==> src/hw/rtl/t2u_pkg.sv <==
// Types and constants of the TIS-620 to UTF-8 text cleanup block
`timescale 1ns / 1ps
`default_nettype none
package t2u_pkg;

  localparam int unsigned T2U_MAX_CAPACITY = 1024;
  localparam int unsigned CFG_W            = 11;
  localparam logic [CFG_W-1:0] CAP_RESET   = 11'd256;

  localparam int unsigned GRP_BYTES = 4;
  localparam int unsigned CNT_W     = 3;
  localparam int unsigned PTR_W     = 2;

  localparam logic [7:0] THAI_FIRST = 8'hA1;
  localparam logic [7:0] THAI_LAST  = 8'hFB;
  localparam logic [11:0] THAI_BASE = 12'hE01;
  localparam logic [7:0] UTF8_LEAD3 = 8'hE0;
  localparam logic [7:0] UTF8_CONT  = 8'h80;
  localparam logic [5:0] UTF8_MASK  = 6'h3F;
  localparam logic [7:0] CHR_SPACE  = 8'h20;
  localparam logic [7:0] CHR_HASH   = 8'h23;
  localparam logic [7:0] CHR_NUL    = 8'h00;

  typedef struct packed {
    logic [7:0] in_byte;
    logic       in_last;
  } in_word_t;

  typedef struct packed {
    logic [7:0] out_byte;
    logic       byte_valid;
    logic       end_of_text;
  } out_word_t;

  // Bytes produced by one input word, handed to the serializer
  typedef struct packed {
    logic [GRP_BYTES-1:0][7:0] bytes;
    logic [CNT_W-1:0]          cnt;
    logic                      last;
    logic                      bare;
  } group_t;

endpackage
`default_nettype wire

==> src/hw/rtl/tis620_to_utf8_text_cleanup.sv <==
// Top level of the TIS-620 to UTF-8 text cleanup block
//
//   channel | direction | word            | handshake
//   --------+-----------+-----------------+--------------------
//   in      | sink      | in_word_t       | in_valid / in_ready
//   out     | source    | out_word_t      | out_valid / out_ready
//   cfg     | sink      | capacity, 11 b  | cfg_valid / cfg_ready
//
// Each input word yields zero to four output words: the serializer sends one
// UTF-8 byte per cycle while out_ready is high, so a Thai character after a held
// space sets the worst case of four bytes. A new input word is taken in the cycle
// the last byte of the previous group leaves. Synchronous reset clears field
// state, restores the capacity to 256 and empties the serializer. A stalled output
// holds its word and blocks further input; configuration writes are always taken.
`timescale 1ns / 1ps
`default_nettype none
module tis620_to_utf8_text_cleanup import t2u_pkg::*; #(
  parameter int unsigned MAX_CAPACITY = T2U_MAX_CAPACITY
) (
  input  wire logic             clk,
  input  wire logic             rst,
  input  wire logic             in_valid,
  output logic                  in_ready,
  input  wire in_word_t         in_data,
  output logic                  out_valid,
  input  wire logic             out_ready,
  output out_word_t             out_data,
  input  wire logic             cfg_valid,
  output logic                  cfg_ready,
  input  wire logic [CFG_W-1:0] cfg_data
);

  logic   accept;
  logic   free;
  group_t grp;

  assign cfg_ready = 1'b1;
  assign in_ready  = free;
  assign accept    = in_valid && free;

  t2u_decode #(
    .MAX_CAPACITY (MAX_CAPACITY)
  ) u_decode (
    .clk       (clk),
    .rst       (rst),
    .cfg_write (cfg_valid && cfg_ready),
    .cfg_value (cfg_data),
    .accept    (accept),
    .word      (in_data),
    .grp       (grp)
  );

  t2u_serialize u_serialize (
    .clk       (clk),
    .rst       (rst),
    .load      (accept),
    .grp_in    (grp),
    .free      (free),
    .out_valid (out_valid),
    .out_ready (out_ready),
    .out_data  (out_data)
  );

endmodule
`default_nettype wire

==> src/hw/rtl/t2u_decode.sv <==
// Byte classifier, capacity check and space collapsing
`timescale 1ns / 1ps
`default_nettype none
module t2u_decode import t2u_pkg::*; #(
  parameter int unsigned MAX_CAPACITY = T2U_MAX_CAPACITY
) (
  input  wire logic             clk,
  input  wire logic             rst,
  input  wire logic             cfg_write,
  input  wire logic [CFG_W-1:0] cfg_value,
  input  wire logic             accept,
  input  wire in_word_t         word,
  output group_t                grp
);

  localparam int unsigned CW = $clog2(MAX_CAPACITY + 1);
  localparam int unsigned W  = ((CW > CFG_W) ? CW : CFG_W) + 2;

  logic [CFG_W-1:0] out_capacity;
  logic [CW-1:0]    raw_count, raw_count_next;
  logic             space_pending, space_pending_next;
  logic             stopped, stopped_next;

  logic [W-1:0]  cap_ext, cfg_ext, raw_ext;
  logic          is_ascii, is_space, is_thai, fit1, fit3;
  logic          emit_ascii, emit_thai, flush;
  logic [11:0]   code;
  logic [7:0]    thai0, thai1, thai2;

  // Effective capacity is the smaller of the register and the parameter
  always_comb begin
    cfg_ext = W'(out_capacity);
    cap_ext = (cfg_ext > W'(MAX_CAPACITY)) ? W'(MAX_CAPACITY) : cfg_ext;
    raw_ext = W'(raw_count);
    fit1    = (raw_ext + W'(1)) < cap_ext;
    fit3    = (raw_ext + W'(3)) < cap_ext;
  end

  // Classify the incoming byte
  always_comb begin
    is_ascii = (word.in_byte[7] == 1'b0) && (word.in_byte != CHR_NUL);
    is_space = (word.in_byte == CHR_SPACE) || (word.in_byte == CHR_HASH);
    is_thai  = (word.in_byte >= THAI_FIRST) && (word.in_byte <= THAI_LAST);
    code     = THAI_BASE + 12'(word.in_byte - THAI_FIRST);
    thai0    = UTF8_LEAD3;
    thai1    = UTF8_CONT | {2'b00, code[11:6] & UTF8_MASK};
    thai2    = UTF8_CONT | {2'b00, code[5:0]};
  end

  // Next state and output group
  always_comb begin
    raw_count_next     = raw_count;
    space_pending_next = space_pending;
    stopped_next       = stopped;
    emit_ascii         = 1'b0;
    emit_thai          = 1'b0;
    if (!stopped) begin
      if (word.in_byte == CHR_NUL) begin
        stopped_next = 1'b1;
      end else if (is_ascii) begin
        if (!fit1) begin
          stopped_next = 1'b1;
        end else begin
          raw_count_next = raw_count + CW'(1);
          if (is_space) begin
            space_pending_next = 1'b1;
          end else begin
            emit_ascii = 1'b1;
          end
        end
      end else if (is_thai) begin
        if (!fit3) begin
          stopped_next = 1'b1;
        end else begin
          raw_count_next = raw_count + CW'(3);
          emit_thai      = 1'b1;
        end
      end
    end
    flush = space_pending && (emit_ascii || emit_thai);
    if (flush) begin
      space_pending_next = 1'b0;
    end

    grp.bytes = '0;
    grp.cnt   = '0;
    grp.last  = word.in_last;
    grp.bare  = 1'b0;
    if (emit_ascii) begin
      if (flush) begin
        grp.bytes[0] = CHR_SPACE;
        grp.bytes[1] = word.in_byte;
        grp.cnt      = CNT_W'(2);
      end else begin
        grp.bytes[0] = word.in_byte;
        grp.cnt      = CNT_W'(1);
      end
    end else if (emit_thai) begin
      if (flush) begin
        grp.bytes[0] = CHR_SPACE;
        grp.bytes[1] = thai0;
        grp.bytes[2] = thai1;
        grp.bytes[3] = thai2;
        grp.cnt      = CNT_W'(4);
      end else begin
        grp.bytes[0] = thai0;
        grp.bytes[1] = thai1;
        grp.bytes[2] = thai2;
        grp.cnt      = CNT_W'(3);
      end
    end
    // Last word with nothing to show still closes the field
    if (word.in_last && (grp.cnt == '0)) begin
      grp.bare = 1'b1;
      grp.cnt  = CNT_W'(1);
    end
    if (word.in_last) begin
      raw_count_next     = '0;
      space_pending_next = 1'b0;
      stopped_next       = 1'b0;
    end
  end

  // Hold the capacity register
  always_ff @(posedge clk) begin
    if (rst) begin
      out_capacity <= CAP_RESET;
    end else if (cfg_write) begin
      out_capacity <= cfg_value;
    end
  end

  // Advance field state on each accepted word
  always_ff @(posedge clk) begin
    if (rst) begin
      raw_count     <= '0;
      space_pending <= 1'b0;
      stopped       <= 1'b0;
    end else if (accept) begin
      raw_count     <= raw_count_next;
      space_pending <= space_pending_next;
      stopped       <= stopped_next;
    end
  end

endmodule
`default_nettype wire

==> src/hw/rtl/t2u_serialize.sv <==
// Result register that sends a group of up to four bytes one per cycle while out_ready is high
`timescale 1ns / 1ps
`default_nettype none
module t2u_serialize import t2u_pkg::*; (
  input  wire logic   clk,
  input  wire logic   rst,
  input  wire logic   load,
  input  wire group_t grp_in,
  output logic        free,
  output logic        out_valid,
  input  wire logic   out_ready,
  output out_word_t   out_data
);

  group_t           grp;
  logic [CNT_W-1:0] rem;
  logic [PTR_W-1:0] ptr;

  // Drive the current word
  always_comb begin
    out_valid            = (rem != '0);
    out_data.out_byte    = grp.bare ? CHR_NUL : grp.bytes[ptr];
    out_data.byte_valid  = !grp.bare;
    out_data.end_of_text = grp.last && (rem == CNT_W'(1));
    free = (rem == '0) || ((rem == CNT_W'(1)) && out_ready);
  end

  // Hold the group payload
  always_ff @(posedge clk) begin
    if (load) begin
      grp <= grp_in;
    end
  end

  // Load a new group or advance through the current one
  always_ff @(posedge clk) begin
    if (rst) begin
      rem <= '0;
      ptr <= '0;
    end else if (load) begin
      rem <= grp_in.cnt;
      ptr <= '0;
    end else if (out_valid && out_ready) begin
      rem <= rem - CNT_W'(1);
      ptr <= ptr + PTR_W'(1);
    end
  end

endmodule
`default_nettype wire

==> config.mk <==
export PLATFORM = sky130hd
export DESIGN_NAME = tis620_to_utf8_text_cleanup
export DESIGN_NICKNAME = d
export VERILOG_FILES = /design/src/hw/rtl/t2u_pkg.sv /design/src/hw/rtl/tis620_to_utf8_text_cleanup.sv /design/src/hw/rtl/t2u_decode.sv /design/src/hw/rtl/t2u_serialize.sv
export SDC_FILE = /design/constraint.sdc
export NUM_CORES = 1
export LEC_CHECK = 0
export BUFFER_PORTS_ARGS = -buffer_cell sky130_fd_sc_hd__buf_2
export CAP_MARGIN = 20
export CORE_ASPECT_RATIO = 0.6
export CORE_MARGIN = 2
export CORE_UTILIZATION = 60
export CTS_BUF_LIST = sky130_fd_sc_hd__clkbuf_16
export DETAILED_ROUTE_END_ITERATION = 8
export PLACE_DENSITY = 0.77
export SYNTH_ARGS = -nofsm -noshare
export SYNTH_HDL_FRONTEND = slang
export SYNTH_HIERARCHICAL = 1
export SYNTH_SLANG_ARGS = --single-unit
==> constraint.sdc <==
create_clock -name clk -period 4.4 [get_ports clk]
set_input_delay 0 -clock clk [delete_from_list [all_inputs] [get_ports clk]]
set_output_delay 0 -clock clk [all_outputs]
set_load 0.03 [all_outputs]
* Word-level counts from Yosys, hierarchy flattened
Cells that the tools add are included.
** Word-level totals
- Word-level logic and storage cells :: 111
- Register bits :: 63
- Input bits :: 25
** Operators by class
- Muxes and demuxes :: 45
- Equal/unequal tests :: 8
- $lt $le $gt $ge :: 6
- Reductions and logical operators :: 28
- Add/sub/neg operators :: 8
- Bitwise gates (word level) :: 3
** Operator list (count)
- 2-to-1 mux 11 bit :: 9
- 2-to-1 mux 19 bit :: 2
- 2-to-1 mux 8 bit :: 4
- < comparator 13 bit :: 2
- 2-to-1 mux 1 bit :: 25
- 2-to-1 mux 25 bit :: 1
- nonzero test 3 bit :: 6
- binary-select mux 8 bit (select 2 bit) :: 1
- equality test 8 x 6 -> 1 bit (second input constant) :: 2
- adder 11 x 1 -> 12 bit (second input constant) :: 1
- adder 11 x 2 -> 12 bit (second input constant) :: 1
- adder 12 bit (first input constant) :: 1
- AND reduction 6 bit :: 2
- adder 11 x 1 -> 11 bit (second input constant) :: 1
- adder 11 x 2 -> 11 bit (second input constant) :: 1
- > comparator 11 bit (second input constant) :: 1
- 2-to-1 mux 3 bit :: 3
- subtractor 8 x 8 -> 9 bit (second input constant) :: 1
- >= comparator 8 bit (second input constant) :: 1
- less-or-equal comparator 8 bit (second input constant) :: 1
- logical AND 1 bit :: 8
- logical NOT 8 bit :: 1
- nonzero test 8 bit :: 1
- logical NOT 3 bit :: 2
- other kinds (13) :: 20

* Longest topological paths before layout
Gate-level depths: netlist (run 1).
- Depth after elaboration :: 17
- Depth in mapped cells :: 18
- Depth with buffers taken out :: 16

* By module
Netlist (run 1), hierarchy kept.
** Modules (own cells, without submodules)
- t2u_decode :: area each 2813.9 um^2, cells an instance 367, times used 1
- t2u_serialize :: area each 1619.1 um^2, cells an instance 92, times used 1
- tis620_to_utf8_text_cleanup :: area each 17.5 um^2, cells an instance 3, times used 1

* Worst setup path before layout (run 1)
No wires, ideal clock.
- Path type :: reg2reg
- Start :: register u_serialize.rem[0]
- End :: register u_decode.raw_count[4]
- Path slack :: 1232 ps
- Clock period less this slack :: 3168 ps
- Required time :: 4263 ps
- Data arrival time :: 3031 ps
- Cell stages (with the launch flop) :: 10
- Path buffers :: 1
- Setup time :: 137 ps
- Path through :: dfxtp_1 -> inv_1 -> ha_1 -> a21oi_1 -> nor2_1 -> and2_1 -> a21oi_1 -> clkbuf_1 -> nand2_1 -> mux2i_1
** Between the ends
- Longest elaborated chain between the ends :: 5
- Elaborated cells between the ends (all ways) :: 6
- Those cells by class :: eq/ne (1); reduce/logical (5)
** RTL lines
- start: declaration :: RTL line t2u_serialize.sv:16 : logic [CNT_W-1:0] rem;
- start signal: assignment :: RTL line t2u_serialize.sv:41 : rem <= grp_in.cnt;
- start signal: assignment :: RTL line t2u_serialize.sv:44 : rem <= rem - CNT_W'(1);
- equality test 3 x 1 -> 1 bit :: RTL line t2u_serialize.sv:25 : free = (rem == '0) || ((rem == CNT_W'(1)) && out_ready);
- logical AND 1 bit :: RTL line t2u_serialize.sv:25
- logical OR 1 bit * :: RTL line t2u_serialize.sv:25
- via in_ready :: RTL line tis620_to_utf8_text_cleanup.sv:23 : output logic in_ready,
- logical AND 1 bit * :: RTL line tis620_to_utf8_text_cleanup.sv:39 : assign accept = in_valid && free;
- via accept :: RTL line tis620_to_utf8_text_cleanup.sv:33 : logic accept;
- AND reduction 6 bit (no line) *
- end signal: assignment :: RTL line t2u_decode.sv:140 : raw_count <= raw_count_next;
- end: declaration :: RTL line t2u_decode.sv:20 : logic [CW-1:0] raw_count, raw_count_next;
The timed path passes the listed nets; every way through them passes the cells marked *.
A chain may end at the register's enable or synchronous reset.

==> reports/results.txt, run 1 <==
Wirelength per Cell = 18.6 µm
Crit-path cells = nand2_1 > nor2_1 > nand3_1 > nor2_1 > xor2_1 > ha_1 > a21oi_1 > nand2_1 > a211oi_1 > nand4b_4 > nor3_2 > or2_2 > nand2_1 > o32ai_2
Largest net degree at the start of global routing = 46
WL met2 = 4.53 mm
Die area = 8140 µm²
Critical path endpoint = u_serialize/rem[1]$_SDFFE_PP0P_
Skew-Pair Late Insertion Delay = 0.34 ns
RSZ-0062 raised after global routing = no
Nets = 546
Top-level port count = 38
Core Box Area = 7240 µm²
CTS clk-pin slew, worst paths = 0.06 ns
Pleak = 2.06 nW
Vias in the first global route = 3414
Worst slew pin tran = 1.02 ns
Antenna violations before repair = 0
Vias/cell = 6.23
Worst setup startpoint = u_decode/raw_count[3]$_SDFFE_PP0P_
Max FO, Critical Path = 23
Final setup TNS = 0 ns
HPWL after detailed placement = 7.99 mm
Status = finished clean
R2r endpoint = u_serialize/rem[1]$_SDFFE_PP0P_
R2r setup slk = 0.36 ns
M1 wire length = 5.56 mm
Final WL = 11.2 mm
Core Rows = 24
Pwr dens = 476 nW/µm²
Post-route ant nets = 0
Req. time, crit path = 4.65 ns
Grt ovf = 0
Max Fclk = 247 MHz
CP Launch Type = flip-flop
Rel. slew slack = 31.3%
Drt first pass iters = 5
Maximum vdd drop = 203 µV
CP arrival = 4.29 ns
Crit. path cell count = 14
GPL Wtd Cong = 0.934
Min setup slack post-route = 0.358 ns
First-pass GRT wire length = 18.1 mm
Starting Density = 61.5%
Worst Hold Launch = out_ready
Seq cells post-synth = 63
N_diodes = 0
Slowest cell on crit path = dfxtp_1
DRC = 0
Number of setup violations in the final report = 0
Chip width = 115 µm
Min Tclk post-route = 4.04 ns
Post-CTS Setup Inserts = 0
Worst setup EP type = flip-flop
Final setup skew = 0.0108 ns
Ys Warns = 6
Total GRT Usage = 29.1%
Port bufs = 36
Sequential area share after synthesis = 36.0%
Placement Setup Slack = 0.409 ns
DR vias = 3745
CTS sink count = 63
Crit path buf inv count = 0
Post-Syn Area = 4450 µm²
Worst r2r src = u_decode/raw_count[3]$_SDFFE_PP0P_
H-tree depth = 3
Max layer used = met4
CTS tree = built
Syn Inst Count = 462
Area growth, synth to finish = 13.7%
Number of synthesized flops with an enable pin = 34
Most frequent cells in the layout = 41 x nand2_1, 39 x nor2_1, 36 x buf_2
Layout cells sized above 1 = 15.5%
Post-Place Cells = 573
Crit share post-route = 91.9%
Num CTS Buffers = 9
Most frequent CP cell = nand2_1
Synth cell types = 72
Most used DFF post-synth = edfxtp_1
Final number of hold-violating endpoints = 0
Hold Crit Class = input pin to flip-flop
Met3 Wirelength = 963 µm
Max-cap violations = 0
Syn avg cell area = 9.63 µm²
WS Path Type = flip-flop to flip-flop
Crit path largest cell delay = 0.57 ns
Die Height = 70.7 µm
Commonest non-fill, non-tap cell in the layout = nand2_1
FFs w/ async S/R, synth = 0%
Count of pins over their slew limit = 0
R2r worst-path depth = 14
Clock tree buffer depth = 2
CTS root buf = clkbuf_16
Top delay family on crit path = simple AND/OR/NAND/NOR gates
Fin cells = 601
Drt initial violations = 471
worst min path at each step:
| stage | slack (ns) | cells after the start | to |
|---|---|---|---|
| 4_1_cts | 0.005 | 3 | u_serialize/ptr[0]$_SDFFE_PP0P_ |
| 3_3_place_gp | 0.22 | 2 | u_decode/out_capacity[8]$_SDFFE_PP1P_ |
| 3_5_place_dp | 0.23 | 2 | u_decode/out_capacity[8]$_SDFFE_PP1P_ |
| 5_1_grt | 0.02 | 3 | u_serialize/ptr[0]$_SDFFE_PP0P_ |
| 6_report | 0.01 | 3 | u_serialize/ptr[0]$_SDFFE_PP0P_ |
| 2_1_floorplan | 0.08 | 1 | u_serialize/rem[2]$_SDFFE_PP0P_ |
Yosys cell counts (2+ instances only):
cell	n	area, µm²
a2111oi_0	3	26.3
a211o_1	4	35.0
a211oi_1	5	37.5
a21boi_0	6	45.0
a21o_1	7	52.6
a21oi_1	20	100
a22o_1	4	35.0
a31oi_1	3	18.8
and2_1	16	100
buf_2	5	25.0
buf_4	11	82.6
buf_6	2	22.5
clkbuf_1	11	41.3
clkbuf_2	2	10.0
conb_1	2	7.51
dfxtp_1	29	581
edfxtp_1	34	1020
ha_1	28	350
inv_1	17	63.8
inv_2	2	7.51
mux2i_1	21	210
mux4_1	8	210
nand2_1	41	154
nand2b_1	11	68.8
nand3_1	10	50.1
nand4_1	7	43.8
nor2_1	39	146
nor2b_1	8	50.1
nor3_1	13	65.1
nor3_2	3	30.0
nor3b_1	2	15.0
nor4_1	7	43.8
o21a_1	4	30.0
o21ai_0	12	60.1
o21ai_2	2	17.5
or2_2	3	18.8
or3_1	3	18.8
xnor2_1	13	114
xor2_1	11	96.3
worst register-to-register path, stage by stage, from the launching register on:
cell	delay, ns
dfxtp_1	0.57
nand2_1	0.19
nor2_1	0.22
nand3_1	0.14
nor2_1	0.23
xor2_1	0.17
ha_1	0.27
a21oi_1	0.18
nand2_1	0.08
a211oi_1	0.45
nand4b_4	0.44
nor3_2	0.56
or2_2	0.20
nand2_1	0.08
o32ai_2	0.16
cell families (layout without fill, tap and decap cells):
family                   Yosys count  in the layout  synth area share [%]
AND/OR/NAND/NOR                  172            172                  20.5
adder cells (fa/ha/maj)           30             30                  8.55
multiplexers                      30             30                  9.70
XOR/XNOR                          24             24                  4.72
other                              2              3                 0.169
AO/OA/AOI/OAI                     87             87                  14.0
buffers and inverters             54             88                  6.33
flip-flops                        63             63                  36.0
per-layer routing:
layer | up-vias | GRT usage (%)
li1 | 1728 | -
met1 | 1813 | 44.7
met2 | 191 | 41.0
met3 | 13 | 7.71
met4 | 0 | 6.16
met5 | - | 0
power by group:
| part | internal [mW] | total (mW) | switching [mW] |
|---|---|---|---|
| combinational | 0.273 | 0.730 | 0.457 |
| sequential | 0.777 | 0.848 | 0.0711 |
| clock | 0.555 | 0.832 | 0.278 |
| total | 1.60 | 2.41 | 0.806 |
flip-flops by register name, indices dropped and copies added, names as in the netlist:
| register | count |
|---|---|
| u_serialize/grp | 34 |
| u_decode/out_capacity | 11 |
| u_decode/raw_count | 11 |
| u_serialize/rem | 3 |
| u_serialize/ptr | 2 |
| u_decode/space_pending | 1 |
| u_decode/stopped | 1 |
final cells by class:
cell class | count | area, µm²
multi-input combinational | 346 | 2580
clock inverter | 7 | 121
fill | 513 | 2180
clock buffer | 9 | 225
timing repair buffer | 51 | 323
sequential | 63 | 1600
inverter | 21 | 81.3
tap | 104 | 130
stage by stage:
stage,cell area (µm²),hold WS [ns],util (%),power [mW]
2_1_floorplan,4450,0.0793,-,1.37
3_3_place_gp,4590,0.216,63.4,1.53
3_5_place_dp,4590,0.234,63.4,1.57
4_1_cts,5050,0.00481,69.8,2.40
5_1_grt,5060,0.0238,69.9,2.52
6_report,5060,0.0139,69.9,2.41
repair_timing:
| item | CTS | global route |
|---|---|---|
| endpoints found under the setup margin | 0 | 1 |
| hold buffers | 12 | 0 |
| resized for setup | 0 | 1 |
| hold endpoints to repair | 12 | 0 |
Note: power is estimated with default switching activity, not from simulation.
==> run 2: changes to the inputs <==
==> constraint.sdc (replaced) <==
create_clock -name clk -period 4 [get_ports clk]
set_input_delay 0 -clock clk [delete_from_list [all_inputs] [get_ports clk]]
set_output_delay 0 -clock clk [all_outputs]
set_load 0.03 [all_outputs]
==> reports/results.txt, run 2 (same netlist as run 1, synthesis figures left out) <==
Skew-Pair Late Insertion Delay = 0.34 ns
Nets = 555
Worst r2r src = u_decode/raw_count[0]$_SDFFE_PP0P_
CTS sink count = 63
CTS clk-pin slew, worst paths = 0.06 ns
Hold Crit Class = input pin to flip-flop
Req. time, crit path = 4.26 ns
Post-CTS Setup Inserts = 0
Min Tclk post-route = 3.85 ns
CP Launch Type = flip-flop
Multi-input gate area = 2590 µm²
Worst slew pin tran = 0.719 ns
CP arrival = 4.11 ns
Starting Density = 61.5%
# fillers = 538
HPWL after detailed placement = 7.91 mm
Core Rows = 24
Biggest regs = u_serialize/grp x34, u_decode/out_capacity x11, u_decode/raw_count x11
DR vias = 3726
R2r setup slk = 0.15 ns
Drt initial violations = 385
GPL Wtd Cong = 0.905
CTS tree = built
Num CTS Buffers = 9
Hold path depth = 3
Core Box Area = 7240 µm²
Pwr dens = 512 nW/µm²
Area growth, synth to finish = 15.2%
Die area = 8140 µm²
Final number of hold-violating endpoints = 0
Max-cap violations = 0
Vias in the first global route = 3393
R2r worst-path depth = 11
Commonest non-fill, non-tap cell in the layout = nand2_1
Max reg flops = 34
Drt first pass iters = 5
Hold EP = u_serialize/ptr[0]$_SDFFE_PP0P_
N_diodes = 0
Status = finished clean
Count of pins over their slew limit = 0
CTS root buf = clkbuf_16
Maximum vdd drop = 243 µV
Antenna violations before repair = 0
H-tree depth = 3
Wirelength per Cell = 18.4 µm
Largest net degree at the start of global routing = 40
Worst setup EP type = flip-flop
Largest Register = u_serialize/grp
Grt ovf = 0
Layout cells sized above 1 = 16.6%
Max Fclk = 260 MHz
Crit share post-route = 96.1%
Die Height = 70.7 µm
Pleak = 2.09 nW
Total GRT Usage = 28.1%
Final hold slack = 0.0119 ns
Number of setup violations in the final report = 0
Final setup skew = 0.00730 ns
Rel. slew slack = 52.0%
Most frequent cells in the layout = 41 x nand2_1, 39 x nor2_1, 36 x buf_2
R2r endpoint = u_decode/raw_count[4]$_SDFFE_PP0P_
Vias/cell = 6.11
Clock tree buffer depth = 2
Max FO, Critical Path = 12
Worst Hold Launch = out_ready
Top-level port count = 38
Final setup TNS = 0 ns
Chip width = 115 µm
Post-route ant nets = 0
DRC = 0
WS Path Type = flip-flop to flip-flop
Final WL = 11.2 mm
First-pass GRT wire length = 17.6 mm
Port bufs = 36
RSZ-0062 raised after global routing = no
Sequential cell area = 1600 µm²
## run 2: timing repair
item / 4_1_cts / 5_1_grt
hold buffers: 12 / 0
resized for setup: 0 / 1
endpoints found under the setup margin: 0 / 3
hold endpoints to repair: 12 / 0
## run 2: power by group
| part | switching [mW] | internal (mW) | leakage [nW] |
|---|---|---|---|
| Sequential | 0.0695 | 0.853 | 0.566 |
| Combinational | 0.509 | 0.303 | 1.37 |
| Clock | 0.284 | 0.603 | 0.160 |
| Total | 0.863 | 1.76 | 2.09 |
## run 2: layer usage
metal	GRT usage (%)	routed length [µm]	vias up
met5	0	0	-
met4	8.30	140	0
met3	9.60	1100	18
met2	37.8	4650	185
met1	42.5	5360	1772
li1	-	-	1751
## run 2: how the worst max path moves through the flow
stage	endpoint	slack, ns	from	cells past startpoint
floorplan	u_decode/raw_count[4]$_SDFFE_PP0P_	0.83	u_serialize/rem[0]$_SDFFE_PP0P_	9
global placement	u_serialize/rem[0]$_SDFFE_PP0P_	0.45	u_decode/raw_count[0]$_SDFFE_PP0P_	14
detailed placement	u_serialize/rem[0]$_SDFFE_PP0P_	0.26	u_decode/raw_count[0]$_SDFFE_PP0P_	14
CTS	u_serialize/rem[0]$_SDFFE_PP0P_	0.19	u_decode/raw_count[0]$_SDFFE_PP0P_	14
global route	u_decode/raw_count[6]$_SDFFE_PP0P_	0.04	u_decode/raw_count[0]$_SDFFE_PP0P_	11
finish	u_decode/raw_count[4]$_SDFFE_PP0P_	0.15	u_decode/raw_count[0]$_SDFFE_PP0P_	11
## run 2: layout make-up
class | instances | share of cell area [%]
Clock inverter | 7 | 2.20
Timing Repair Buffer | 59 | 7.47
Multi-Input combinational cell | 347 | 50.6
Tap cell | 104 | 2.54
Clock buffer | 9 | 4.39
Inverter | 21 | 1.59
Sequential cell | 63 | 31.2
## run 2: per-stage QoR
step           utilization [%]  instances  power [mW]  cell area (µm²)  worst slack [ns]
4_1_cts                   70.6        609        2.62             5110             0.193
6_report                  70.8        610        2.62             5130             0.154
5_1_grt                   70.8        610        2.74             5130            0.0394
2_1_floorplan                -        463        1.51             4450             0.832
3_5_place_dp              64.2        581        1.72             4650             0.257
3_3_place_gp              64.2        581        1.69             4650             0.455
## run 2: critical path, stage by stage (launching register included)
cell       delay [ns]
dfxtp_1          0.52
inv_1            0.16
ha_1             0.33
nor3_1           0.29
xor2_1           0.22
ha_1             0.28
nand3_1          0.10
nand2_1          0.08
a211oi_2         0.51
nand4b_4         0.34
a2111oi_0        0.67
mux2i_1          0.26
==> run 3: changes to the inputs <==
--- a/config.mk
+++ b/config.mk
@@ -5,10 +5,11 @@
 export SDC_FILE = /design/constraint.sdc
 export NUM_CORES = 1
 export LEC_CHECK = 0
+export ABC_AREA = 1
 export BUFFER_PORTS_ARGS = -buffer_cell sky130_fd_sc_hd__buf_2
 export CAP_MARGIN = 20
 export CORE_ASPECT_RATIO = 0.6
-export CORE_MARGIN = 2
+export CORE_MARGIN = 5
 export CORE_UTILIZATION = 60
 export CTS_BUF_LIST = sky130_fd_sc_hd__clkbuf_16
 export DETAILED_ROUTE_END_ITERATION = 8
==> reports/results.txt, run 3 <==
Status = finished clean
Rel. slew slack = 47.3%
Maximum vdd drop = 304 µV
R2r worst-path depth = 22
Max FO, Critical Path = 12
Grt ovf = 0
Hold EP = u_decode/out_capacity[7]$_SDFFE_PP0P_
Die Height = 77.8 µm
Final WL = 11.5 mm
Wirelength per Cell = 15.3 µm
Largest net degree at the start of global routing = 45
Total GRT Usage = 25.7%
HPWL after detailed placement = 8.57 mm
N_diodes = 0
CTS tree = built
WS Path Type = flip-flop to flip-flop
Post-Syn Area = 4600 µm²
Fin cells = 751
Crit share post-route = 84.9%
Area growth, synth to finish = 12.1%
Hold path depth = 3
Worst slew pin tran = 0.789 ns
Final hold slack = 0.0415 ns
Worst setup EP type = flip-flop
Num CTS Buffers = 9
Number of synthesized flops with an enable pin = 34
CP arrival = 3.61 ns
CTS sink count = 63
Count of pins over their slew limit = 0
Core Rows = 24
Syn Inst Count = 599
Worst Hold Launch = cfg_valid
Post-route ant nets = 0
Skew-Pair Late Insertion Delay = 0.33 ns
Commonest non-fill, non-tap cell in the layout = nor2_1
Top-level port count = 38
Sequential area share after synthesis = 34.8%
CP Launch Type = flip-flop
Worst r2r src = u_decode/raw_count[5]$_SDFFE_PP0P_
Placement Setup Slack = 0.681 ns
Post-Place Cells = 723
Most used DFF post-synth = edfxtp_1
First-pass GRT wire length = 19.2 mm
CTS clk-pin slew, worst paths = 0.05 ns
Chip width = 123 µm
Layout cells sized above 1 = 15.1%
Starting Density = 62.6%
H-tree depth = 3
Antenna violations before repair = 0
Min setup slack post-route = 0.604 ns
Synth area leader = edfxtp_1
Vias/cell = 5.49
Number of setup violations in the final report = 0
Synth area leaders = edfxtp_1 22%, dfxtp_1 13%, nor2_1 8.3%
Hold Crit Class = input pin to flip-flop
Final setup skew = 0.00548 ns
Pwr dens = 489 nW/µm²
Drt first pass iters = 5
Max-cap violations = 0
RSZ-0062 raised after global routing = no
PostCTS Resize Cnt = 0
FFs w/ async S/R, synth = 0%
Nets = 696
Die area = 9580 µm²
Vias in the first global route = 3901
DR vias = 4123
Core Box Area = 7360 µm²
Max reg flops = 34
Biggest regs = u_serialize/grp x34, u_decode/out_capacity x11, u_decode/raw_count x11
Most instantiated library cell after synthesis = nor2_1
CTS root buf = clkbuf_16
Req. time, crit path = 4.21 ns
Min Tclk post-route = 3.40 ns
Largest Register = u_serialize/grp
Syn avg cell area = 7.68 µm²
Ys Warns = 6
Seq cells post-synth = 63
DRC = 0
Top-area cell type share of the netlist area = 22.2%
Top post-synthesis cells by count = 102 x nor2_1, 93 x nand2_1, 58 x inv_1
Final setup TNS = 0 ns
Port bufs = 36
Drt initial violations = 421
Clock tree buffer depth = 2
Synth cell types = 49
R2r setup slk = 0.60 ns
Final number of hold-violating endpoints = 0
Max Fclk = 294 MHz
Most frequent cells in the layout = 102 x nor2_1, 93 x nand2_1, 60 x inv_1
Pleak = 2.35 nW
R2r endpoint = u_serialize/rem[0]$_SDFFE_PP0P_
GPL Wtd Cong = 0.965
[run 3: cell count changes in the layout (fill, tap and decap cells not counted), sizes merged, moves of 18 or more]
| cell | delta |
|---|---|
| nor2 | +74 |
| nand2 | +65 |
| inv | +51 |
| o21ai | +29 |
| a21oi | +23 |
| mux2i | -21 |
| nand3 | +20 |
| xor2 | +18 |
[run 3: worst max-delay path, stage by stage (launching register included)]
cell and delay (ns):
dfxtp_1 0.45, nand2_1 0.14, nor3_1 0.41, and2_1 0.23, inv_1 0.06, nor2_1 0.11
xor2_1 0.17, ha_1 0.26, and3_1 0.19, nand2_2 0.07, nor2_1 0.04, nand3_1 0.07
nand2_1 0.06, inv_2 0.11, nand4_4 0.20, nand2_1 0.19, nand2_2 0.12, inv_2 0.10
a21oi_2 0.03, nand2_1 0.05, o21ai_0 0.08, nand2_1 0.09, a21oi_1 0.05
[run 3: metal layers]
metal  up-vias  part of all wire (%)  track usage (%)
met1      1867                    47             39.2
li1       2044                     -                -
met5         -                     0                0
met4         0                   1.1             6.63
met3        12                    12             7.27
met2       200                    39             35.3
[run 3: power breakdown]
group,leakage [nW],switching (mW),internal [mW]
logic,1.65,0.618,0.277
registers,0.571,0.0852,0.857
clock network,0.135,0.278,0.408
total,2.35,0.981,1.54
[run 3: cells by family (layout without fill, tap and decap cells)]
group           after synthesis  after routing  share of synthesized area, %
buf+inv                      89            136                          9.27
fa+ha+maj                    29             29                          8.05
simple gates                273            273                          27.4
compound gates              110            110                          14.1
xor+xnor                     33             33                          6.28
flops                        63             63                          34.8
other cells                   2              3                         0.163
[run 3: how the worst max path moves through the flow]
stage	start	cells after the start	endpoint
6_report	u_decode/raw_count[5]$_SDFFE_PP0P_	22	u_serialize/rem[0]$_SDFFE_PP0P_
5_1_grt	u_decode/raw_count[6]$_SDFFE_PP0P_	21	u_serialize/rem[0]$_SDFFE_PP0P_
4_1_cts	u_decode/raw_count[5]$_SDFFE_PP0P_	22	u_serialize/rem[0]$_SDFFE_PP0P_
3_5_place_dp	u_decode/raw_count[6]$_SDFFE_PP0P_	22	u_serialize/rem[0]$_SDFFE_PP0P_
3_3_place_gp	u_decode/raw_count[5]$_SDFFE_PP0P_	22	u_serialize/rem[0]$_SDFFE_PP0P_
2_1_floorplan	u_serialize/rem[1]$_SDFFE_PP0P_	12	u_decode/raw_count[10]$_SDFFE_PP0P_
[run 3: layout make-up]
type	count	area [µm²]
clock buffers	9	225
multi-input cells	448	2580
flip-flops and latches	63	1600
clock inverters	7	33.8
repair buffers	49	308
inverters	71	284
fillers	588	2200
well taps	104	130
[run 3: what timing repair did]
item                      CTS  global route
hold buffers               12             0
hold endpoints to repair   11             0
buffers inserted            0             0
[run 3: per-stage QoR]
stage / total power [mW] / instance area (µm²) / util (%)
2_1_floorplan: 1.61 / 4610 / -
3_3_place_gp: 1.80 / 4780 / 65.0
3_5_place_dp: 1.83 / 4780 / 65.0
4_1_cts: 2.53 / 5160 / 70.2
5_1_grt: 2.68 / 5160 / 70.2
6_report: 2.52 / 5160 / 70.2
